===== src/hdl/text_log_row_ring_assert.svh =====
// Assertion macros shared by the row ring modules.
// Define ASSERT_OFF to compile them away.
`ifndef TEXT_LOG_ROW_RING_ASSERT_SVH
`define TEXT_LOG_ROW_RING_ASSERT_SVH
`ifndef ASSERT_OFF
// Consequent checked in the same cycle as the antecedent.
`define TLR_ASSERT_SAME(label, clk, rst_n, ante, cons) \
    label: assert property (@(posedge clk) disable iff (!rst_n) (ante) |-> (cons)) \
        else $error("row ring assertion failed");
// Consequent checked in the cycle after the antecedent.
`define TLR_ASSERT_NEXT(label, clk, rst_n, ante, cons) \
    label: assert property (@(posedge clk) disable iff (!rst_n) (ante) |=> (cons)) \
        else $error("row ring assertion failed");
`else
`define TLR_ASSERT_SAME(label, clk, rst_n, ante, cons)
`define TLR_ASSERT_NEXT(label, clk, rst_n, ante, cons)
`endif
`endif


===== src/hdl/tlr_pkg.sv =====
`default_nettype none

package tlr_pkg;

    // Opcodes of an input word.
    localparam logic [2:0] OP_PUT      = 3'd0;
    localparam logic [2:0] OP_READ_REL = 3'd1;
    localparam logic [2:0] OP_READ_ABS = 3'd2;
    localparam logic [2:0] OP_READ_CNT = 3'd3;
    localparam logic [2:0] OP_CLEAR    = 3'd4;
    localparam logic [2:0] OP_QUERY    = 3'd5;

    // Characters with a meaning of their own.
    localparam logic [7:0] CH_NUL      = 8'd0;
    localparam logic [7:0] CH_NEWLINE  = 8'd10;
    localparam logic [7:0] CH_FORMFEED = 8'd12;
    localparam logic [7:0] CH_RETURN   = 8'd13;
    localparam logic [7:0] CH_SPACE    = 8'd32;

    localparam logic STATUS_OK    = 1'b0;
    localparam logic STATUS_RANGE = 1'b1;

    // Row and column fields are sized for the largest ring.
    localparam int PTR_W = 6;

    // Depth of the command queue between front and back.
    localparam int QUEUE_DEPTH = 2;

    typedef logic [PTR_W-1:0] t_ptr;
    typedef logic [7:0]       t_char;
    typedef logic [31:0]      t_count;
    typedef logic [2:0]       t_opcode;
    typedef logic [6:0]       t_index;

    typedef enum logic [2:0] {
        CMD_WRITE,
        CMD_INIT,
        CMD_READ,
        CMD_STATUS,
        CMD_QUERY
    } t_cmd_kind;

    typedef struct packed {
        t_cmd_kind kind;
        t_ptr      row;
        t_ptr      col;
        t_char     ch;
        t_ptr      fill;
        logic      overlay;
        logic      row_valid;
        t_count    next_counter;
        t_count    row_count;
        t_ptr      top_row;
        t_ptr      bottom_row;
    } t_cmd;

    typedef struct packed {
        t_char  out_char;
        t_ptr   column;
        logic   last;
        logic   status;
        t_count next_counter;
        t_count row_count;
        t_ptr   top_row;
        t_ptr   bottom_row;
    } t_res;

    typedef enum logic {
        FS_IDLE,
        FS_COUNT
    } t_front_state;

    typedef enum logic [1:0] {
        BS_IDLE,
        BS_INIT,
        BS_READ
    } t_back_state;

endpackage

`default_nettype wire


===== src/hdl/tlr_if.sv =====
`default_nettype none

interface tlr_in_if import tlr_pkg::*; ();
    logic    valid;
    logic    ready;
    t_opcode opcode;
    t_char   character;
    t_index  row_index;
    t_count  counter;

    modport source (output valid, output opcode, output character, output row_index,
                    output counter, input ready);
    modport sink   (input valid, input opcode, input character, input row_index,
                    input counter, output ready);
endinterface


`default_nettype wire


===== src/hdl/tlr_front.sv =====
`default_nettype none

module tlr_front import tlr_pkg::*; #(
    parameter int ROWS = 32,
    parameter int COLS = 64
) (
    input  logic   i_clk,
    input  logic   i_rst_n,
    tlr_in_if.sink i_in,
    input  logic   i_full,
    output logic   o_push,
    output t_cmd   o_cmd
);

    localparam int RW = $clog2(ROWS);
    localparam int CW = $clog2(COLS);
    localparam logic [RW-1:0] LAST_ROW = RW'(ROWS - 1);
    localparam logic [CW-1:0] LAST_COL = CW'(COLS - 1);

    t_front_state  r_state, n_state;
    logic [RW-1:0] r_cur, n_cur;
    logic [RW-1:0] r_old, n_old;
    logic [CW-1:0] r_cursor, n_cursor;
    t_count        r_count, n_count;
    t_count        r_least, n_least;
    logic [ROWS-1:0] r_valid, n_valid;
    t_count        r_cnt_in, n_cnt_in;
    logic [RW-1:0] r_dist, n_dist;

    logic          accept;
    logic [RW-1:0] cur_inc;
    logic [RW-1:0] old_inc;
    logic          do_scroll;
    logic          new_valid;
    logic [RW:0]   rel_diff;
    logic [RW-1:0] rel_row;
    logic [RW-1:0] rd_row;
    logic          idx_bad;
    t_count        cnt_diff;
    logic          cnt_inside;
    logic [RW:0]   cnt_sum;
    logic [RW-1:0] cnt_row;

    assign i_in.ready = (r_state == FS_IDLE) && !i_full;
    assign accept     = i_in.valid && i_in.ready;

    assign cur_inc = (r_cur == LAST_ROW) ? '0 : r_cur + 1'b1;
    assign old_inc = (r_old == LAST_ROW) ? '0 : r_old + 1'b1;

    // Relative read: current row minus index, modulo the ring size.
    assign rel_diff = {1'b0, r_cur} - {1'b0, i_in.row_index[RW-1:0]};
    assign rel_row  = rel_diff[RW] ? RW'(rel_diff[RW-1:0] + RW'(ROWS)) : rel_diff[RW-1:0];
    assign rd_row   = (i_in.opcode == OP_READ_REL) ? rel_row : i_in.row_index[RW-1:0];
    assign idx_bad  = (i_in.row_index >= 7'(ROWS));

    // Distance of the caller's counter above the oldest stored counter.
    assign cnt_diff   = i_in.counter - r_least;
    assign cnt_inside = (cnt_diff < 32'(ROWS));

    // The oldest row sits one past the current row, so the row is cur + dist + 1.
    assign cnt_sum = {1'b0, r_cur} + {1'b0, r_dist} + (RW+1)'(1);
    assign cnt_row = (cnt_sum >= (RW+1)'(ROWS)) ? RW'(cnt_sum - (RW+1)'(ROWS))
                                                 : cnt_sum[RW-1:0];

    always_comb begin
        n_state   = r_state;
        n_cur     = r_cur;
        n_old     = r_old;
        n_cursor  = r_cursor;
        n_count   = r_count;
        n_least   = r_least;
        n_valid   = r_valid;
        n_cnt_in  = r_cnt_in;
        n_dist    = r_dist;
        do_scroll = 1'b0;
        new_valid = 1'b0;
        o_push    = 1'b0;
        o_cmd            = '0;
        o_cmd.kind       = CMD_WRITE;
        o_cmd.row_count  = r_count;
        o_cmd.top_row    = PTR_W'(r_cur);
        o_cmd.bottom_row = PTR_W'(r_old);

        case (r_state)
            FS_IDLE: begin
                if (accept) begin
                    case (i_in.opcode)
                        OP_PUT: begin
                            case (i_in.character)
                                CH_NUL: begin
                                end
                                CH_NEWLINE: begin
                                    do_scroll = 1'b1;
                                    n_cursor  = '0;
                                end
                                CH_RETURN: begin
                                    n_cursor = '0;
                                end
                                CH_FORMFEED: begin
                                    do_scroll  = 1'b1;
                                    new_valid  = 1'b1;
                                    o_push     = 1'b1;
                                    o_cmd.kind = CMD_INIT;
                                    o_cmd.row  = PTR_W'(cur_inc);
                                    o_cmd.fill = PTR_W'(r_cursor);
                                end
                                default: begin
                                    o_push    = 1'b1;
                                    o_cmd.row = PTR_W'(r_cur);
                                    o_cmd.col = PTR_W'(r_cursor);
                                    o_cmd.ch  = i_in.character;
                                    if (!r_valid[r_cur]) begin
                                        // Fresh row: zero it and drop the byte in.
                                        o_cmd.kind     = CMD_INIT;
                                        o_cmd.overlay  = 1'b1;
                                        n_valid[r_cur] = 1'b1;
                                    end
                                    if (r_cursor == LAST_COL) begin
                                        do_scroll = 1'b1;
                                        n_cursor  = '0;
                                    end else begin
                                        n_cursor = r_cursor + 1'b1;
                                    end
                                end
                            endcase
                        end
                        OP_READ_REL, OP_READ_ABS: begin
                            o_push = 1'b1;
                            if (idx_bad) begin
                                o_cmd.kind = CMD_STATUS;
                            end else begin
                                o_cmd.kind      = CMD_READ;
                                o_cmd.row       = PTR_W'(rd_row);
                                o_cmd.row_valid = r_valid[rd_row];
                            end
                        end
                        OP_READ_CNT: begin
                            n_cnt_in = cnt_inside ? i_in.counter : r_least;
                            n_dist   = cnt_inside ? cnt_diff[RW-1:0] : '0;
                            n_state  = FS_COUNT;
                        end
                        OP_CLEAR: begin
                            n_valid  = '0;
                            n_cursor = '0;
                        end
                        OP_QUERY: begin
                            o_push     = 1'b1;
                            o_cmd.kind = CMD_QUERY;
                        end
                        default: begin
                        end
                    endcase
                end
            end
            FS_COUNT: begin
                if (!i_full) begin
                    o_push             = 1'b1;
                    o_cmd.kind         = CMD_READ;
                    o_cmd.row          = PTR_W'(cnt_row);
                    o_cmd.row_valid    = r_valid[cnt_row];
                    o_cmd.next_counter = (r_dist == LAST_ROW) ? r_count : r_cnt_in + 32'd1;
                    n_state            = FS_IDLE;
                end
            end
            default: begin
                n_state = FS_IDLE;
            end
        endcase

        if (do_scroll) begin
            n_cur            = cur_inc;
            n_old            = old_inc;
            n_count          = r_count + 32'd1;
            n_least          = r_least + 32'd1;
            n_valid[cur_inc] = new_valid;
        end
    end

    always_ff @(posedge i_clk) begin
        if (!i_rst_n) begin
            r_state  <= FS_IDLE;
            r_cur    <= '0;
            r_old    <= RW'(1);
            r_cursor <= '0;
            r_count  <= '0;
            r_least  <= 32'd0 - 32'(ROWS - 1);
            r_valid  <= '0;
        end else begin
            r_state  <= n_state;
            r_cur    <= n_cur;
            r_old    <= n_old;
            r_cursor <= n_cursor;
            r_count  <= n_count;
            r_least  <= n_least;
            r_valid  <= n_valid;
        end
    end

    always_ff @(posedge i_clk) begin
        r_cnt_in <= n_cnt_in;
        r_dist   <= n_dist;
    end

endmodule

`default_nettype wire


===== src/flat_wrapper.sv =====
// flat-port wrapper written by rule: the top's interface ports become plain ports
module tlr_front_flat import tlr_pkg::*;
#(
    parameter int ROWS = 32,
    parameter int COLS = 64
)
  (i_clk, i_rst_n, i_full, o_push, o_cmd, i_in_valid, i_in_opcode, i_in_character, i_in_row_index, i_in_counter, i_in_ready);
  tlr_in_if i_in_i ();
  input  logic i_clk;
  input  logic i_rst_n;
  input  logic i_full;
  output logic o_push;
  output t_cmd o_cmd;
  input wire logic [$bits(i_in_i.valid)-1:0] i_in_valid;
  input wire logic [$bits(i_in_i.opcode)-1:0] i_in_opcode;
  input wire logic [$bits(i_in_i.character)-1:0] i_in_character;
  input wire logic [$bits(i_in_i.row_index)-1:0] i_in_row_index;
  input wire logic [$bits(i_in_i.counter)-1:0] i_in_counter;
  output wire logic [$bits(i_in_i.ready)-1:0] i_in_ready;
  assign i_in_i.valid = i_in_valid;
  assign i_in_i.opcode = i_in_opcode;
  assign i_in_i.character = i_in_character;
  assign i_in_i.row_index = i_in_row_index;
  assign i_in_i.counter = i_in_counter;
  assign i_in_ready = i_in_i.ready;
  tlr_front #(.ROWS(ROWS), .COLS(COLS)) u_core (.i_clk(i_clk), .i_rst_n(i_rst_n), .i_in(i_in_i), .i_full(i_full), .o_push(o_push), .o_cmd(o_cmd));
endmodule

===== config.mk =====
export PLATFORM = sky130hd
export DESIGN_NAME = tlr_front_flat
export DESIGN_NICKNAME = d
export VERILOG_FILES = /design/src/hdl/text_log_row_ring_assert.svh /design/src/hdl/tlr_pkg.sv /design/src/hdl/tlr_if.sv /design/src/hdl/tlr_front.sv /design/src/flat_wrapper.sv
export SDC_FILE = /design/constraint.sdc
export NUM_CORES = 1
export LEC_CHECK = 0
export ABC_CLOCK_PERIOD_IN_PS = 4680
export BUFFER_PORTS_ARGS = -buffer_cell sky130_fd_sc_hd__clkbuf_2
export CORE_MARGIN = 3
export CORE_UTILIZATION = 45
export DETAILED_ROUTE_END_ITERATION = 16
export PLACE_DENSITY = 0.69
export SLEW_MARGIN = 0
export SYNTH_ARGS = -nofsm -noshare
export SYNTH_HDL_FRONTEND = slang
export SYNTH_SLANG_ARGS = --single-unit
export TNS_END_PERCENT = 100

===== constraint.sdc =====
create_clock -name i_clk -period 4.68 [get_ports i_clk]
set_input_delay 0.936 -clock i_clk [delete_from_list [all_inputs] [get_ports i_clk]]
set_output_delay 0.936 -clock i_clk [all_outputs]
set_load 0.01 [all_outputs]

Word level (Yosys, flattened, before mapping) --
Index checks and enable logic that the tools add are counted. Widths: inputs -> output; s select.
Word-level totals: register bits 150, bits in latches 0, memory bits (writable) 0, memory bits (read-only) 0, bits of input ports 54, output and inout port bits 109, memories 0
Operators by class: $add $sub $neg 11, multipliers 0, divide/modulo/power cells 0, order comparisons 9, equal/unequal tests 13, shift operators 0, mux-type cells 64, bitwise operators 2, reductions and logical operators 18
Operator list (count):
- $mux 32 | 8
- $add 32x1->32 const B | 3
- $pmux 32 s2 | 1
- $mux 21 | 2
- $pmux 6 s2 | 3
- $pmux 9 s2 | 2
- $mux 33 | 1
- $bwmux 32 | 1
- $lt 32x6->1 const B | 1
- $or 32x32->32 | 1
- $sub 32x32->32 | 1
- $mux 31 | 1
- $mux 1 | 25
- $mux 5 | 5
- $eq 8x4->1 const B | 3
- $lt 5x6->1 const B | 4
- $bmux 1 s5 | 3
- $eq 5x5->1 const B | 3
- $mux 14 | 1
- $add 6x1->6 const B | 2
- $mux 6 | 2
- $add 5x1->5 const B | 2
- $demux 1 s5 | 2
- $ge 5x1->1 const B | 2
- 24 further kinds | 38

Logic depth before layout (Yosys ltp) --
depth after elaboration 12, mapped depth 14

Worst setup path before layout --
No wires, ideal clock.
path type flip-flop to output port, start point reg u_core.r_cur[0], end point out o_cmd[76] in the netlist's numbering, arrival time 3.575 ns, data required time 3.744 ns, setup slack 0.169 ns, cell stages (with the launch flop) 11, path through dfxtp_1 -> buf_1 -> inv_1 -> ha_1 -> o31ai_1 -> clkbuf_1 -> mux2i_1 -> a211o_1 -> a311oi_1 -> a21oi_1 -> o22ai_1
RTL lines:
- start: declaration | RTL line tlr_front.sv:21 | logic [RW-1:0] r_cur, n_cur;
- start signal: assignment | RTL line tlr_front.sv:190 | r_cur <= n_cur;
- end: declaration | RTL line flat_wrapper.sv:13 | output t_cmd o_cmd;

==> impl_metrics.csv <==
group,metric,value,unit
floorplanning,dieArea,28100,sq um
global_routing,antenna_found_initial,1,
floorplanning,start_util,46.2,%
critical_path,cp_common_cell,"mux4_2",
finish,seqCellArea,3370,sq um
cts,cts_resized,0,
critical_path,worst-path-buf-inv,2,
global_routing,grt_pass1_wl,57.0,mm
synthesis,ys_warn_count,0,
critical_path,end_kind,"output port",
synthesis,async_reset_ff_share,0,%
placed_design,io_buffers,159,
synthesis,netlist_area,11700,sq um
sta,setup_viol,0,
global_routing,use_met1,35.4,%
power,p_per_area,222,nW/um^2
route,vias_per_cell,5.97,
critical_path,critPathMaxStageDelay,0.87,ns
synthesis,ys_seq_area_share,28.7,%
floorplanning,rows,58,
sta,fin_skew,0.0145,ns
cts,ctsHoldBuffers,0,
min_path,hold_depth,2,
power,peakVddDrop,0.252,mV
cts,clock_latency,0.44,ns
placed_design,finalWeightedCongestion,0.975,
global_routing,grt_usage,24.7,%
global_routing,grt_max_degree,64,
cts,cts_buffer_depth,2,
run_status,outcome,"completed",
cts,path_clk_slew,0.07,ns
critical_path,slowest_stage,"fa_1",
global_routing,grt-ovfl-total,0,
cts,h-tree-depth,4,
sta,finalHoldViolCount,0,
global_routing,gr-usage-met2,38.1,%
finish,final_net_count,1694,
finish,stdcell_count,1931,
sta,final_max_slew_viol_count,0,
sta,finalCritPeriodShare,96.7,%
synthesis,synth_seq_cells,150,
power,p_leak,5.70,nW
global_routing,busiest_layer,"met2",
cts,cts_tree,"yes",
critical_path,cp_max_fo,9,
synthesis,yosysUniqueCellTypes,72,
finish,nFillCells,2381,
cts,clock-root-buffer,"clkbuf_16",
placed_design,dpl.hpwl,26.7,mm
route,post_drt_wl_per_cell,18.5,um
floorplanning,die_h,168,um
floorplanning,dieWidth,168,um
sta,tightest_slew,1.20,ns
route,drc,0,
floorplanning,core,25400,sq um
cts,post-cts-setup-buffers,0,
route,num_vias,11536,
placed_design,dpl_cell_area,13000,sq um
global_routing,grt_pass1_vias,10658,
finish,drive_above_1_share,19.4,%
placed_design,dp_cells,1898,
critical_path,crit_cells,8,
route,wl,35.7,mm
critical_path,path_cells,"inv_1 -> ha_1 -> fa_1 -> mux4_2 -> mux4_2 -> mux2i_1 -> o22ai_1 -> clkbuf_2",
critical_path,crit_required,3.74,ns
route,postRouteAntennaNets,0,
synthesis,ys.flop_type,"dfxtp_1",
route,drt_pass1_iterations,6,
floorplanning,ios,163,
synthesis,synthCells,1443,
critical_path,crit_type,"flop to output port",
critical_path,arrival,3.59,ns
global_routing,grt_use_met3,4.39,%
power,total_power,0.00302,W
route,drtIter0Drc,1184,
min_path,hp-class,"flop to flop",
cts,numCtsBuffers,17,
sta,slew_headroom,19.7,%
run,cap_violations,0,
cts,cts_sinks,150,
critical_path,crit_family,"multiplexers",
synthesis,synth.avg_cell_area,8.14,sq um
synthesis,synth_edf_count,37,
sta,fin_crit,4.52,ns
finish,syn_to_final_growth,15.9,%
critical_path,startpoint_type,"flop",
finish,multi_input_area,7900,sq um
sta,fmax,0.221,GHz
critical_path,reg2reg_depth,13,
sta,tns,0,ns
sta,rsz0062_at_grt,"false",
finish,stdcell_area,13600,sq um
per-stage QoR:
step / setup slack, ns / hold slack (ns) / util [%]
after global placement: 0.0866 / 0.510 / 51.2
after detailed placement: 0.0135 / 0.520 / 51.2
after global routing: 0.0692 / 0.570 / 53.6
final: 0.156 / 0.529 / 53.6
after CTS: 0.194 / 0.530 / 53.6
after floorplan: 0.169 / 0.486 / -
tightest hold or removal path, cell delays in order (launching register included):
cell and delay, ns:
dfxtp_1 0.34, o21ai_0 0.07, a21boi_0 0.07
path summary, 6_finish.rpt:
| check | start | to | slack [ns] |
|---|---|---|---|
| setup / recovery | u_core.r_cur[0] | o_cmd[76] | 0.16 |
| hold / removal | u_core.r_count[7] | u_core.r_count[7] | 0.53 |
| setup reg to reg | u_core.r_least[9] | u_core.r_cnt_in[15] | 0.63 |
| hold reg to reg | u_core.r_count[7] | u_core.r_count[7] | 0.53 |
placed cells by master, fill, tap and decap left out, types with 8 or more instances in the layout:
cell,count
mux2_2,40
a22oi_1,8
nand4_1,28
buf_4,44
xnor2_1,69
a21o_1,13
xor2_1,39
o21a_1,12
inv_1,52
o32ai_1,16
and4_1,8
nor2_1,105
mux2i_1,22
o22ai_1,17
nor4_1,15
a21oi_1,93
dfxtp_1,113
edfxtp_1,37
nor2b_1,20
clkbuf_2,159
o21ai_0,65
clkbuf_16,17
ha_1,50
and3_1,48
and2_1,86
nor3_1,19
a211oi_1,46
or3_1,13
mux4_2,18
nand2_1,144
nand3_1,70
cell type report:
class | count | share of cell area, %
Multi-Input combinational cell | 1163 | 58.1
Sequential cell | 150 | 24.8
Timing Repair Buffer | 203 | 8.28
Clock buffer | 18 | 3.23
Tap cell | 330 | 3.04
Inverter | 52 | 1.43
Clock inverter | 14 | 1.13
Antenna cell | 1 | 0.0184
synthesized netlist by cell type, types with 4 or more instances:
| master | count | area (sq um) |
|---|---|---|
| a211oi_1 | 46 | 345 |
| a21boi_0 | 5 | 37.5 |
| a21o_1 | 13 | 97.6 |
| a21oi_1 | 93 | 465 |
| a22oi_1 | 8 | 60.1 |
| a31oi_1 | 6 | 37.5 |
| and2_1 | 86 | 538 |
| and3_1 | 49 | 307 |
| and4_1 | 8 | 70.1 |
| buf_1 | 6 | 22.5 |
| buf_2 | 4 | 20.0 |
| clkbuf_1 | 66 | 248 |
| dfxtp_1 | 113 | 2260 |
| edfxtp_1 | 37 | 1110 |
| ha_1 | 50 | 626 |
| inv_1 | 52 | 195 |
| mux2_2 | 40 | 450 |
| mux2i_1 | 22 | 220 |
| mux4_2 | 18 | 405 |
| nand2_1 | 144 | 541 |
| nand2b_1 | 6 | 37.5 |
| nand3_1 | 71 | 355 |
| nand3b_1 | 5 | 37.5 |
| nand4_1 | 28 | 175 |
| nor2_1 | 105 | 394 |
| nor2b_1 | 20 | 125 |
| nor3_1 | 19 | 95.1 |
| nor3b_1 | 6 | 45.0 |
| nor4_1 | 16 | 100 |
| o211ai_1 | 6 | 45.0 |
| o21a_1 | 12 | 90.1 |
| o21ai_0 | 65 | 325 |
| o21bai_1 | 6 | 45.0 |
| o22ai_1 | 17 | 106 |
| o32ai_1 | 16 | 140 |
| or3_1 | 13 | 81.3 |
| or4_1 | 6 | 45.0 |
| xnor2_1 | 69 | 604 |
| xor2_1 | 39 | 342 |
cells by family after synthesis:
kind of cell | after synthesis | share of synthesized area (%)
AOI/OAI and AO/OA | 324 | 17.6
adders and majority gates | 53 | 5.84
buffers and inverters | 132 | 4.42
and+or+nand+nor | 594 | 26.0
other | 1 | 0.0319
DFF | 150 | 28.7
xor gates and xnor gates | 109 | 8.19
muxes | 80 | 9.16
sequential cells by signal (all words and copies together) (netlist names):
name,cells
u_core.r_cnt_in,32
u_core.r_count,32
u_core.r_cur,5
u_core.r_cursor,6
u_core.r_dist,5
u_core.r_least,32
u_core.r_old,5
u_core.r_state,1
u_core.r_valid,32
power breakdown:
part | switching [W] | internal (W)
Clock | 0.000645 | 0.000774
Sequential | 0.00000215 | 0.00132
Combinational | 0.000175 | 0.000104
routing by layer:
| metal | wire (um) | share of wire, % |
|---|---|---|
| met1 | 16400 | 46 |
| met2 | 15800 | 44 |
| met3 | 2610 | 7.3 |
| met4 | 992 | 2.8 |
| met5 | 0 | 0 |
Power figures use the tool's default switching activity.
