==> src/hdl/text_log_row_ring_assert.svh <==
// Assertion macros shared by the row ring modules.
// Define ASSERT_OFF to compile them away.
`ifndef TEXT_LOG_ROW_RING_ASSERT_SVH
`define TEXT_LOG_ROW_RING_ASSERT_SVH
`ifndef ASSERT_OFF
// Consequent checked in the same cycle as the antecedent.
`define TLR_ASSERT_SAME(label, clk, rst_n, ante, cons) \
    label: assert property (@(posedge clk) disable iff (!rst_n) (ante) |-> (cons)) \
        else $error("row ring assertion failed");
// Consequent checked in the cycle after the antecedent.
`define TLR_ASSERT_NEXT(label, clk, rst_n, ante, cons) \
    label: assert property (@(posedge clk) disable iff (!rst_n) (ante) |=> (cons)) \
        else $error("row ring assertion failed");
`else
`define TLR_ASSERT_SAME(label, clk, rst_n, ante, cons)
`define TLR_ASSERT_NEXT(label, clk, rst_n, ante, cons)
`endif
`endif

==> src/hdl/tlr_pkg.sv <==
`default_nettype none

package tlr_pkg;

    // Opcodes of an input word.
    localparam logic [2:0] OP_PUT      = 3'd0;
    localparam logic [2:0] OP_READ_REL = 3'd1;
    localparam logic [2:0] OP_READ_ABS = 3'd2;
    localparam logic [2:0] OP_READ_CNT = 3'd3;
    localparam logic [2:0] OP_CLEAR    = 3'd4;
    localparam logic [2:0] OP_QUERY    = 3'd5;

    // Characters with a meaning of their own.
    localparam logic [7:0] CH_NUL      = 8'd0;
    localparam logic [7:0] CH_NEWLINE  = 8'd10;
    localparam logic [7:0] CH_FORMFEED = 8'd12;
    localparam logic [7:0] CH_RETURN   = 8'd13;
    localparam logic [7:0] CH_SPACE    = 8'd32;

    localparam logic STATUS_OK    = 1'b0;
    localparam logic STATUS_RANGE = 1'b1;

    // Row and column fields are sized for the largest ring.
    localparam int PTR_W = 6;

    // Depth of the command queue between front and back.
    localparam int QUEUE_DEPTH = 2;

    typedef logic [PTR_W-1:0] t_ptr;
    typedef logic [7:0]       t_char;
    typedef logic [31:0]      t_count;
    typedef logic [2:0]       t_opcode;
    typedef logic [6:0]       t_index;

    typedef enum logic [2:0] {
        CMD_WRITE,
        CMD_INIT,
        CMD_READ,
        CMD_STATUS,
        CMD_QUERY
    } t_cmd_kind;

    typedef struct packed {
        t_cmd_kind kind;
        t_ptr      row;
        t_ptr      col;
        t_char     ch;
        t_ptr      fill;
        logic      overlay;
        logic      row_valid;
        t_count    next_counter;
        t_count    row_count;
        t_ptr      top_row;
        t_ptr      bottom_row;
    } t_cmd;

    typedef struct packed {
        t_char  out_char;
        t_ptr   column;
        logic   last;
        logic   status;
        t_count next_counter;
        t_count row_count;
        t_ptr   top_row;
        t_ptr   bottom_row;
    } t_res;

    typedef enum logic {
        FS_IDLE,
        FS_COUNT
    } t_front_state;

    typedef enum logic [1:0] {
        BS_IDLE,
        BS_INIT,
        BS_READ
    } t_back_state;

endpackage

`default_nettype wire

==> src/hdl/tlr_queue.sv <==
`default_nettype none
`include "text_log_row_ring_assert.svh"

module tlr_queue import tlr_pkg::*; (
    input  logic i_clk,
    input  logic i_rst_n,
    input  logic i_push,
    input  t_cmd i_cmd,
    input  logic i_pop,
    output logic o_full,
    output logic o_empty,
    output t_cmd o_head
);

    localparam int PW = $clog2(QUEUE_DEPTH);

    t_cmd          r_slot [QUEUE_DEPTH];
    logic [PW-1:0] r_wp;
    logic [PW-1:0] r_rp;
    logic [PW:0]   r_fill;

    assign o_full  = (r_fill == (PW+1)'(QUEUE_DEPTH));
    assign o_empty = (r_fill == '0);
    assign o_head  = r_slot[r_rp];

    always_ff @(posedge i_clk) begin
        if (i_push) begin
            r_slot[r_wp] <= i_cmd;
        end
    end

    always_ff @(posedge i_clk) begin
        if (!i_rst_n) begin
            r_wp   <= '0;
            r_rp   <= '0;
            r_fill <= '0;
        end else begin
            if (i_push) begin
                r_wp <= r_wp + 1'b1;
            end
            if (i_pop) begin
                r_rp <= r_rp + 1'b1;
            end
            if (i_push && !i_pop) begin
                r_fill <= r_fill + 1'b1;
            end else if (i_pop && !i_push) begin
                r_fill <= r_fill - 1'b1;
            end
        end
    end

    // The front must see the queue full and hold off; the back pops only what is there.
    `TLR_ASSERT_SAME(a_no_overflow, i_clk, i_rst_n, i_push, !o_full || i_pop)
    `TLR_ASSERT_SAME(a_no_underflow, i_clk, i_rst_n, i_pop, !o_empty)

endmodule

`default_nettype wire

==> config.mk <==
export PLATFORM = sky130hd
export DESIGN_NAME = tlr_queue
export DESIGN_NICKNAME = d
export VERILOG_FILES = /design/src/hdl/tlr_pkg.sv /design/src/hdl/tlr_queue.sv
export VERILOG_INCLUDE_DIRS = /design/src /design/src/hdl
export SDC_FILE = /design/constraint.sdc
export NUM_CORES = 1
export LEC_CHECK = 0
export BUFFER_PORTS_ARGS = -buffer_cell sky130_fd_sc_hd__buf_2
export CAP_MARGIN = 20
export CORE_UTILIZATION = 34
export DETAILED_ROUTE_END_ITERATION = 16
export HOLD_SLACK_MARGIN = 0.03
export PLACE_DENSITY = 0.66
export SETUP_SLACK_MARGIN = 0.02
export SLEW_MARGIN = 30
export SYNTH_ARGS = -nofsm -noshare
export SYNTH_HDL_FRONTEND = slang
export SYNTH_SLANG_ARGS = --single-unit
export TNS_END_PERCENT = 20
==> constraint.sdc <==
create_clock -name i_clk -period 10.4 [get_ports i_clk]
set_clock_uncertainty 0.05 [all_clocks]
set_input_delay 2.08 -clock i_clk [delete_from_list [all_inputs] [get_ports i_clk]]
set_output_delay 2.08 -clock i_clk [all_outputs]
set_load 0.01 [all_outputs]
### Word level (Yosys, flattened, before mapping)

Memory sizes are Yosys's and may differ from the RTL's. A register that Yosys moved wholly into a read port is not among the register bits.
Cells that the tools add are included.

* flip-flop bits (word level): 4
* bits in writable memories: 214
* output and inout port bits: 109
* memories: 1

Memory list
* r_slot: words 2, bits a word 107, read ports 1, clocked after memory_dff 1, write ports 1, RTL line tlr_queue.sv:17 `t_cmd r_slot [QUEUE_DEPTH];`

* add/subtract/negate cells: 4
* equality and inequality tests: 1
* muxes and demuxes: 6
* reduce and logical (&&, ||, !) cells: 6

Operators with widths (count)
* 2-to-1 mux 1 bit: 4
* 2-to-1 mux 2 bit: 2
* adder 1 bit (second input constant): 2
* adder 2 x 1 -> 2 bit (second input constant): 1
* equality test 2 bit (second input constant): 1
* logical AND 1 bit: 2
* logical NOT 1 bit: 2
* logical NOT 2 bit: 1
* nonzero test 2 bit: 1
* subtractor 2 x 1 -> 2 bit (second input constant): 1

### Longest topological paths before layout

Gate-level depths: netlist of run 1.

* depth in word-level cells: 4
* gate-level depth with buffers: 5

### Least setup slack after synthesis of run 1

Ideal clock, no wire load.

* path kind: input to register
* from: input i_push
* to: memory r_slot[0][0] in the netlist's numbering, enable pin
* setup time: 0.587 ns
* arrival: 6.762 ns
* setup slack: 3.001 ns
* stages: 1
* buffers on the path: 0
* cell sequence: nor2b_1

* word-level cells in the longest chain between the ends: 2

Ends and longest elaborated chain
* start, declared: RTL line tlr_queue.sv:7 `input logic i_push,`
* 2-to-1 mux 1 bit: RTL line tlr_queue.sv:27 `if (i_push) begin`
* 2-to-1 mux 1 bit (implied by the code): RTL line tlr_queue.sv:28 `r_slot[r_wp] <= i_cmd;`
* end, declared: RTL line tlr_queue.sv:17

No other way between the ends.

==> run summary, run 1 <==
The run finished with clean final reports. The netlist area before placement was 0.008051 sq mm; the number of violations of the max-capacitance limit was 0. For this block, the via count after detailed routing is 4065. Adding up every negative setup slack in the final design gives 0 ns. The minimum period implied by the final worst setup slack works out to 4.629 ns. Setup repair after global routing left no endpoint under its margin. In this run the clock root is driven by a sky130_fd_sc_hd__clkbuf_16.

The multi-input logic area came out at 0.001440 sq mm. The logs give 220 for the I/O pin count and 0 for the initial antenna violation count. The count of nets left with antenna violations once routing finished came out at 0.

The global-route wire length before repair was 22.18 mm; the power per cell area was 194.4 mW/mm^2. Global routing consumed, over all layers together, 11.67% of the routing resources. The overall die width was 155.9 microns; the count of standard-cell rows was 55. After synthesis the netlist holds a flip-flop and latch count of 219. After detailed routing, the average wire length per cell comes to 16.04 microns. The count of buffers added by post-CTS timing repair for setup is 0, and the number of cells on the worst hold path is 2. The finished cells cover 0.01020 sq mm. Once the floorplan was initialized, standard cells occupied 35.14% of the core.

The total overflow left after global routing is 0. Port buffering added 219 buffers. The run gives 704 as the final layout net count. Clock latency on the worst-skew pair, taken at its later pin, is 0.49 ns. Counting tap cells, the placed design contains a total of 879 instances. Die height: 155.9 microns. The worst setup path is of the flop to primary output kind.

Once layout is complete, the cells apart from fillers number 922. Along the worst path, the maximum fanout reaches 73. Routed signal wires occupy layers up through met4. The maximum buffer depth of the clock tree is 3.

The run gives 0 as the final count of pins violating max slew. Across the VDD grid, the largest voltage drop is 160.0 uV. After detailed routing, the number of vias per cell comes to 4.409.

The number of design rule violations left after detail routing was 0; the final estimated routing congestion in global placement was 0.6992. The die covers 0.02430 sq mm. Entering global routing, the biggest net connects 74 pins. TritonCTS built the clock tree. The delay contributed by the slowest stage of the critical path came out at 0.72 ns.

TritonCTS created 24 clock buffers. The hold-fix buffer count after cts was 0. STA classifies the critical path endpoint as a primary output. In this run the static leakage power is 3.855 nW.

The average instance in the mapped netlist occupies 22.68 sq um. The sink count of the clock tree was 219. On the critical path, the stage with the largest delay is an instance of sky130_fd_sc_hd__dfxtp_4. The maximum frequency from static timing analysis was 216.0 MHz; the core area was 0.02292 sq mm. Setup violations remaining at the end of the flow were counted as 0. For this run, the number of Yosys warnings is 0. The area growth from synthesis to layout works out to 26.73%. The placed instances occupy a cell area of 0.009492 sq mm. After detailed routing, the met2 layer carries 7.386 mm of wire. The logs give 1 for the count of H-tree levels built during CTS and 0 for the antenna diode count. The routed design uses 1.227 mm of met3 wire. In this run, the number of DRC markers left after iteration 0 of detailed routing was 187. Cells with a size suffix above 1 make up 59.93% of the layout. After filler insertion, the fill cell instance count of the layout stands at 1990.

The tools report the headroom to the max-slew limit as 48.87%. The tools report the number of different library cells in the post-synthesis netlist as 17. After legalization and detailed placement, the total HPWL measured 9.704 mm. The sort of element at the start of the critical path is a flop. At the worst endpoint, the required time is 8.27 ns. When the netlist entered floorplanning its net count stood at 467.

For the sequential element share of the synthesized area, the log shows 81.06%. The critical path goes through buf_6 > mux2_2 > buf_2. Data arrival at the endpoint of the critical path: 2.50 ns. In the final routing, the length of wire on met1 measures 5.813 mm. The commonest non-fill, non-tap cell in the layout is sky130_fd_sc_hd__buf_2. Counting cells, the worst reg-to-reg path comes to 2.

The hold violation total from the final report is 0. The register area was 0.006530 sq mm. In the finished design, the share of the clock period the worst path needs comes to 44.51%.

After clock tree synthesis, the repair step resized 0 gates. The cell count after synthesis came out at 355. The tightest min-delay check is of the flop to flop type.

Clock-pin slew was measured on the worst setup and hold paths at 0.06 ns. The via count of the first global-routing pass came out at 4378. At the pin with the least slew margin, the transition time is 0.7670 ns. Summed over all layers, the routed wires come to 14.79 mm.

Number of search-and-repair iterations in the first detailed-routing pass: 4. Leaving out fill and tap cells, the most frequent cells in the layout are sky130_fd_sc_hd__buf_2, sky130_fd_sc_hd__edfxtp_1, sky130_fd_sc_hd__mux2_2.
logic make-up after synthesis:
family                   count (synthesis)  synth area share, %
adder cells (fa/ha/maj)                  1               0.1554
XOR/XNOR                                 3               0.3264
buffers and inverters                   13                1.181
AND/OR/NAND/NOR                          9               0.6682
AO/OA/AOI/OAI                            3               0.2487
multiplexers                           107                16.36
flip-flops                             219                81.06
power breakdown:
group	internal [W]	total [W]	switching (W)	leakage, nW
registers	0.00102	0.00104	0.0000175	2.05
clock network	0.000438	0.000748	0.000310	0.347
logic	0.0000986	0.000197	0.0000983	1.46
total	0.00156	0.00198	0.000426	3.86
stage by stage:
step / setup slack [ns] / utilization [%] / hold slack [ns] / power, W
floorplan: 3.001 / - / 0.4156 / 0.001175
global placement: 6.034 / 41.42 / 0.4303 / 0.001249
detailed placement: 5.980 / 41.42 / 0.4472 / 0.001257
CTS: 5.444 / 44.51 / 0.4624 / 0.002014
global route: 5.623 / 44.53 / 0.5151 / 0.002060
finish: 5.771 / 44.53 / 0.4599 / 0.001983
state kept, by name, indices dropped and copies added, names as in the netlist, named ones only:
register	count
r_fill	2
r_rp	1
r_slot	214
r_wp	1
routing by layer:
layer	vias to the layer above	track usage (%)
li1	1883	-
met2	163	20.98
met3	29	3.944
met5	-	0
met1	1990	13.05
met4	0	3.315
synthesized netlist by cell type:
| cell | number | area share (%) |
|---|---|---|
| sky130_fd_sc_hd__edfxtp_1 | 214 | 80 |
| sky130_fd_sc_hd__mux2_2 | 77 | 11 |
| sky130_fd_sc_hd__mux2_4 | 30 | 5.6 |
| sky130_fd_sc_hd__buf_2 | 7 | 0.44 |
| sky130_fd_sc_hd__buf_6 | 5 | 0.70 |
| sky130_fd_sc_hd__dfxtp_1 | 5 | 1.2 |
| sky130_fd_sc_hd__and2_1 | 4 | 0.31 |
| sky130_fd_sc_hd__nor2b_1 | 3 | 0.23 |
| sky130_fd_sc_hd__xor2_1 | 2 | 0.22 |
| sky130_fd_sc_hd__a21boi_1 | 1 | 0.093 |
| sky130_fd_sc_hd__ha_1 | 1 | 0.16 |
| sky130_fd_sc_hd__inv_1 | 1 | 0.047 |
| sky130_fd_sc_hd__nor2_1 | 1 | 0.047 |
| sky130_fd_sc_hd__o21a_1 | 1 | 0.093 |
| sky130_fd_sc_hd__o21ai_0 | 1 | 0.062 |
| sky130_fd_sc_hd__or3_1 | 1 | 0.078 |
| sky130_fd_sc_hd__xnor2_1 | 1 | 0.11 |
worst paths after layout:
path	from	end	slack, ns
worst max-delay path	flop	o_head[40]	5.77
worst min-delay path	r_fill[1]	r_fill[1]	0.46
worst max register to register	r_wp	r_slot[1][96]	8.19
worst min register to register	r_fill[1]	r_fill[1]	0.46
layout make-up:
class                   count  share of cell area, %
clock buffers              31                  6.352
clock inverters            12                 0.5886
inverters                   1                0.03679
multi-input cells         123                  14.11
flip-flops and latches    219                  64.00
well taps                 313                  3.838
repair buffers            223                  11.07
worst max-delay path, delay by kind of cell (launching register included):
| family | cells | cell delay, ns |
|---|---|---|
| muxes | 1 | 0.43 |
| DFF | 1 | 0.72 |
| buffers and inverters | 2 | 0.79 |
Power figures use the tool's default switching activity.
==> run 2: changes to the inputs <==
Clock period 10.4 ns to 4.5 ns, I/O delays scaled along.
==> run 2 against run 1 <==
Against the previous run:
- first-iteration DRC count down 8.0%
- non-clock buffer count unchanged
- die area unchanged
- final area grew 0.18%
- via count barely moved
- clock power increased by 130%
- final cell count rose by 0.11%
- wire length rose by 2.9%
- hold slack improved by 0.040 ns
- sequential share of layout area decreased by 0.12 points
- register-to-register slack worse by 5.6 ns
- sequential cell count is the same
==> run summary, run 2 (same netlist as run 1, synthesis figures left out) <==
The largest net degree at the start of global routing is 61 (-18%), and the overall die width is 155.9 microns (unchanged). Final layout net count: 702 (-0.28%). The maximum buffer depth of the clock tree is 3 (unchanged). For the number of design rule violations left after detail routing, the log shows 0 (unchanged). The routed via count divided by cell count is 4.402 (-0.16%). The hold-fix buffer count after cts was 0 (unchanged); the share of layout cells above drive strength 1 was 59.57% (-0.36 points). The estimated wirelength of the detail-placed design was 9.964 mm (+2.7%); the total buffers and inverters traversed by the critical path was 2 (unchanged). The path category of the worst min-delay check was flop to flop. Top register by number of flip-flops: r_slot. In the final layout, the registers with the most flip-flops are r_slot x214, r_fill x2.

The actual slew at the worst max-slew pin is 0.8685 ns (+0.1016 ns). The logs give 309.5 uV (+93%) for the worst vdd rail ir drop and 22 (-8.3%) for the number of buffers created by CTS. The run gives 0 (unchanged) as the remaining number of nets flagged by the antenna check after routing. The die height is 155.9 microns (unchanged).

The number of violations of the max-capacitance limit is 0 (unchanged). The count of buffers added by post-CTS timing repair for setup is 0 (unchanged), and the initial core utilization is 35.14% (unchanged). The capture instance of the worst register-to-register path was r_slot[1][14].

For the final number of setup-violating endpoints, the log shows 0 (unchanged). The sink count of the clock tree was 219 (unchanged); the delay contributed by the slowest stage of the critical path was 0.91 ns (+0.19 ns). For the hold violation total from the final report, the log shows 0 (unchanged). For the instance area after placement, the log shows 0.009517 sq mm (+0.26%). Final estimated routing congestion in global placement: 0.7058 (+0.94%).

The instance count on the critical path was 3 (unchanged). The global-route total usage across every layer was 12.31% (+0.64 points); the reg-to-reg setup timing slack was 2.63 ns (-5.56 ns). Number of instances resized during post-cts repair: 0 (unchanged). Top cell family by delay on the critical path: flip-flops. The tools report the number of search-and-repair iterations in the first detailed-routing pass as 4 (unchanged). Standard cell with the maximum stage delay on the critical path: sky130_fd_sc_hd__dfxtp_4. The sort of element at the start of the critical path was a flop. The tools report the leakage dissipation as 3.854 nW (about the same). The buffer cell driving the clock tree root was sky130_fd_sc_hd__clkbuf_16. The number of cell instances on the worst register-to-register path was 2 (unchanged).

For the via count of the first global-routing pass, the log shows 4342 (-0.82%). Area growth from synthesis to layout: 26.96%. The die area was 0.02430 sq mm (unchanged). The later-pin clock latency in the skew report was 0.49 ns (about the same). The tools report the core area as 0.02292 sq mm (unchanged). The power per cell area is 450.4 mW/mm^2 (+130%), and the global-route wire length before repair is 22.78 mm (+2.7%). The period utilization is 73.72%. In this run the worst setup path terminates at o_head[86]. For the final count of pins violating max slew, the log shows 0 (unchanged).

The tools report the critical path capture point type as a primary output. The minimum period implied by the final worst setup slack is 3.317 ns. The I/O pin count came out at 220 (unchanged). The area of all placed cells without fillers came out at 0.01022 sq mm (+0.18%).

The run gives 15.23 mm (+2.9%) as the total routed wirelength. The library cell used most frequently in the layout, excluding fill and tap cells, is sky130_fd_sc_hd__buf_2. The signal on the critical path passes through buf_12 > mux2_2 > buf_2.

The maximum net fanout on the critical path is 56 (-23%). Total negative slack: 0 ns (unchanged). For the initial detailed-routing violation count, the log shows 172 (-8.0%).

Startpoint of the worst register-to-register path: r_wp. The count of buffers inserted at the top-level ports works out to 219 (unchanged). The headroom to the max-slew limit came out at 42.10% (-6.8 points). The critical path in this run is classified as flop to primary output.

The flip-flop count of the largest register after layout is 214 (unchanged). The tools report the count of H-tree levels built during CTS as 1 (unchanged). The average routed wire per standard cell came out at 16.50 microns (+2.8%). For the count of standard-cell rows, the log shows 55 (unchanged).

For the data arrival at the endpoint of the critical path, the log shows 2.37 ns (-0.13 ns). The run gives 0 (unchanged) as the overall overflow remaining after global route. Timing would allow up to 301.4 MHz.

TritonCTS built the clock tree. The required time of the critical path is 3.55 ns (-4.72 ns), and the clock-pin slew on the worst setup and hold paths is 0.06 ns (about the same). The tools report the total design power as 0.004604 W (+130%).

Setup repair after global routing left no endpoint under its margin. The run finished with clean final reports. The library cells used most frequently in the layout, excluding fill and tap cells, are sky130_fd_sc_hd__buf_2, sky130_fd_sc_hd__edfxtp_1, sky130_fd_sc_hd__mux2_2. Number of vias after detailed routing: 4063 (-0.049%).

The tools report the initial antenna violation count as 5 (+5).
[run 2: cell type report]
| class | instances | area (sq um) |
|---|---|---|
| antenna | 4 | 10.01 |
| clock buffer | 27 | 590.6 |
| clock inverter | 13 | 105.1 |
| fill | 1997 | 12690 |
| inverter | 1 | 3.754 |
| multi-input combinational | 123 | 1440 |
| sequential | 219 | 6530 |
| tap | 313 | 391.6 |
| timing repair buffer | 223 | 1151 |
[run 2: worst min path at each step]
stage          startpoint            to  cells past startpoint
2_1_floorplan   r_fill[1]     r_fill[1]                      2
3_3_place_gp    r_fill[1]     r_fill[1]                      2
3_5_place_dp    r_fill[1]     r_fill[1]                      2
4_1_cts         r_fill[1]     r_fill[1]                      2
5_1_grt          i_cmd[7]  r_slot[1][7]                      1
6_report        r_fill[1]     r_fill[1]                      2
[run 2: worst register-to-register path: cells and delay by family, from the launching register on]
family | cells | cell delay, ns
and+or+nand+nor | 1 | 0.67
DFF | 1 | 0.38
buffers and inverters | 1 | 0.35
[run 2: layer usage]
metal,global-route usage [%],vias to the layer above,share of wire [%]
met5,0,-,0.079
met4,4.015,2,2.3
met3,4.361,32,8.9
li1,-,1883,-
met2,21.17,170,49
met1,14.26,1976,40
[run 2: stage by stage]
stage / setup WS (ns) / hold WS (ns) / std cells / utilization (%)
detailed placement: 1.642 / 0.4816 / 879 / 41.53
CTS: 1.094 / 0.4963 / 919 / 44.56
global route: 1.029 / 0.5127 / 921 / 44.59
global placement: 1.676 / 0.4274 / 879 / 41.53
finish: 1.183 / 0.4999 / 923 / 44.61
floorplan: 0.3023 / 0.4156 / 355 / -
[run 2: where the power goes]
group,internal [W],leakage [nW],switching (W)
clock network,0.00104,0.341,0.000706
registers,0.00236,2.05,0.0000485
logic,0.000231,1.46,0.000219
==> run 3: changes to the inputs <==
Settings changed: ABC_AREA set to 1, PLACE_DENSITY 0.66 to 0.68.
Clock period 4.5 ns to 2.8 ns, I/O delays scaled along.
==> run 3 against run 2 <==
Against the previous run:
- die area up 0.14%
- synthesized area up 0.14%
- final area up 0.95%
- clock power up 66%
- critical endpoint is now o_head[100]
==> run summary, run 3 <==
The count of H-tree levels built during CTS came out at 1 (unchanged). After synthesis, the most frequently instantiated cells are sky130_fd_sc_hd__edfxtp_1, sky130_fd_sc_hd__mux2_2, sky130_fd_sc_hd__mux2_4, sky130_fd_sc_hd__nor2_1. The count of standard-cell rows was 55 (unchanged); the number of violations of the max-capacitance limit was 0 (unchanged). For the maximum frequency from static timing analysis, the log shows 423.9 MHz. TritonCTS built the clock tree.

The synthesized area divided by synthesized cell count was 21.91 sq um (-3.4%); the remaining number of nets flagged by the antenna check after routing was 0 (unchanged). The maximum buffer depth of the clock tree came out at 3 (unchanged). The reg-to-reg setup timing slack is 1.13 ns (-1.50 ns). By startpoint and endpoint, the worst setup path is classified as flop to primary output.

The share of the synthesized area in the top cell type was 79.70% (-0.11 points); the leakage dissipation was 3.921 nW (+1.7%). The number of vias after detailed routing was 4140 (+1.9%); the final number of setup-violating endpoints was 0 (unchanged). The tools report the count of warnings emitted by yosys as 0 (unchanged).

The tools report the hold violation total from the final report as 0 (unchanged). The minimum period implied by the final worst setup slack was 2.359 ns; the I/O pin count was 220 (unchanged). The initial detailed-routing violation count is 170 (-1.2%), and the global-route total usage across every layer is 12.27% (-0.038 points). Hold slack: 0.1942 ns (-0.3057 ns).

The run finished with clean final reports. STA classifies the critical path endpoint as a primary output. The flip-flop count of the largest register after layout was 214 (unchanged); the data arrival at the endpoint of the critical path was 1.75 ns (-0.62 ns). The number of instances resized during post-cts repair came out at 0 (unchanged).

For the total nets after synthesis, the log shows 480 (+2.8%). The final estimated routing congestion in global placement is 0.6971 (-1.2%), and the required time of the critical path is 2.19 ns (-1.36 ns). The power per cell area was 719.8 mW/mm^2 (+60%).

Most area-hungry cell type in the Yosys netlist: sky130_fd_sc_hd__edfxtp_1. Via count of the first global-routing pass: 4592 (+5.8%). Largest net degree at the start of global routing: 67 (+9.8%). The initial antenna violation count is 0 (-5). The number of flip-flops and latches in the synthesized netlist was 219 (unchanged); the count of buffers inserted at the top-level ports was 219 (unchanged).

The global-route wire length before repair was 23.30 mm (+2.3%); the estimated wirelength of the detail-placed design was 10.10 mm (+1.4%). The die area was 0.02433 sq mm (+0.14%). The antenna diode count was 0 (-4). Actual slew at the worst max-slew pin: 0.5662 ns (-0.3023 ns).

Cell with the most instances after synthesis: sky130_fd_sc_hd__edfxtp_1. The final layout net count came out at 719 (+2.4%). The maximum net fanout on the critical path was 58 (+3.6%); the share of layout cells above drive strength 1 was 58.88% (-0.69 points). The total routed wirelength is 15.13 mm (-0.67%). In the layout the commonest cells are sky130_fd_sc_hd__buf_2, sky130_fd_sc_hd__edfxtp_1, sky130_fd_sc_hd__mux2_2. Buffer cell driving the clock tree root: sky130_fd_sc_hd__clkbuf_16. The worst hold path terminates at r_slot[0][14].

The run gives 0.008063 sq mm (+0.14%) as the netlist area before placement. Path category of the worst min-delay check: primary input to flop. The total negative slack was 0 ns (unchanged); the area growth from synthesis to layout was 28.00%.

Critical hold path startpoint: i_cmd[14]. The share of async-settable or async-resettable flops after synthesis is 0% (unchanged). The largest registers in the layout are r_slot x214, r_fill x2. The number of design rule violations left after detail routing is 0 (unchanged). Ranked by total cell area, the synthesized netlist is headed by sky130_fd_sc_hd__edfxtp_1, sky130_fd_sc_hd__mux2_2, sky130_fd_sc_hd__mux2_4. STA classifies the critical path startpoint as a flop. The top register by number of flip-flops was r_slot. The final count of pins violating max slew came out at 0 (unchanged). The startpoint of the worst register-to-register path is r_wp.

The hold-fix buffer count after cts came out at 0 (unchanged). The commonest non-fill, non-tap cell in the layout was sky130_fd_sc_hd__buf_2. Sink count of the clock tree: 219 (unchanged).

Setup repair after global routing left no endpoint under its margin. The clock-pin slew on the worst setup and hold paths is 0.06 ns (about the same), and the number of standard cells after synthesis is 368 (+3.7%). The run gives 45.03% (+0.43 points) as the final core area utilization.

The main flop type after synthesis is sky130_fd_sc_hd__edfxtp_1. The period utilization is 84.25%, and the routed via count divided by cell count is 4.414 (+0.27%). Pre-CTS worst setup slack: 0.8238 ns (-0.8182 ns). The worst register-to-register path ends at r_slot[1][89]. The number of buffers created by CTS is 24 (+9.1%), and the post-layout worst setup margin is 0.4411 ns (-0.7416 ns).

The number of different library cells in the post-synthesis netlist was 14 (-3); the die height was 156.0 microns (about the same). The run gives 0 (unchanged) as the overall overflow remaining after global route. The total design power was 0.007428 W (+61%); the core area was 0.02292 sq mm (unchanged). The number of enable-type register cells in the synthesized netlist is 214 (unchanged), and the worst vdd rail ir drop is 459.3 uV (+48%). The later-pin clock latency in the skew report is 0.50 ns (about the same), and the headroom to the max-slew limit is 62.25% (+20 points). The average routed wire per standard cell came out at 16.13 microns (-2.3%). The sequential element share of the synthesized area was 80.94% (-0.11 points); the number of search-and-repair iterations in the first detailed-routing pass was 4 (unchanged).

The initial core utilization is 35.18% (+0.049 points), and the overall die width is 156.0 microns (about the same). The count of buffers added by post-CTS timing repair for setup came out at 0 (unchanged). The number of cells on the worst hold path was 1 (-1); the number of cell instances on the worst register-to-register path was 3 (+1).
-- run 3: cell types whose count changed after synthesis, sizes merged, moves of 2 or more --
cell,change
nor2b,-3
nand2,+8
inv,+7
nor2,+8
and2,-4
xor2,-2
-- run 3: how the worst max path moves through the flow --
stage	cells past startpoint	endpoint	slack, ns
final	3	o_head[100]	0.44
after global routing	3	o_head[100]	0.37
after CTS	3	o_head[53]	0.38
after detailed placement	4	r_slot[1][96]	0.82
after global placement	4	r_slot[1][55]	0.89
after floorplan	2	r_slot[1][0]	-0.42
-- run 3: area by class of cell --
type,count,area [sq um]
Timing Repair Buffer,225,1204
Clock buffer,32,651.9
Multi-Input combinational cell,129,1423
Inverter,8,32.53
Fill cell,1983,12600
Clock inverter,12,87.58
Sequential cell,219,6530
Tap cell,313,391.6
-- run 3: routing by layer --
metal	GRT usage (%)	vias up	part of all wire, %
met4	3.595	0	1.8
li1	-	1927	-
met5	0	-	0
met1	13.77	2022	39
met2	22.15	162	50
met3	3.889	29	8.7
-- run 3: metrics by stage --
stage / area, sq um / instances
2_1_floorplan: 8070 / 368
3_3_place_gp: 9580 / 894
3_5_place_dp: 9580 / 894
4_1_cts: 10320 / 938
5_1_grt: 10320 / 938
6_report: 10320 / 938
-- run 3: worst max-delay path, cell delays in order, from the launching register on --
cell and delay (ns):
sky130_fd_sc_hd__dfxtp_4 0.37, sky130_fd_sc_hd__buf_12 0.28, sky130_fd_sc_hd__mux2_2 0.40, sky130_fd_sc_hd__buf_2 0.15
-- run 3: cells by family after synthesis --
kind of cell | Yosys count | share of synthesized area, %
DFF | 219 | 80.94
and+or+nand+nor | 19 | 0.9311
AOI/OAI and AO/OA | 2 | 0.1240
muxes | 107 | 16.34
adders and majority gates | 1 | 0.1552
buffers and inverters | 20 | 1.505
-- run 3: power breakdown --
part	switching (W)	internal, W
sequential	0.0000421	0.00380
clock	0.00117	0.00173
combinational	0.000361	0.000333
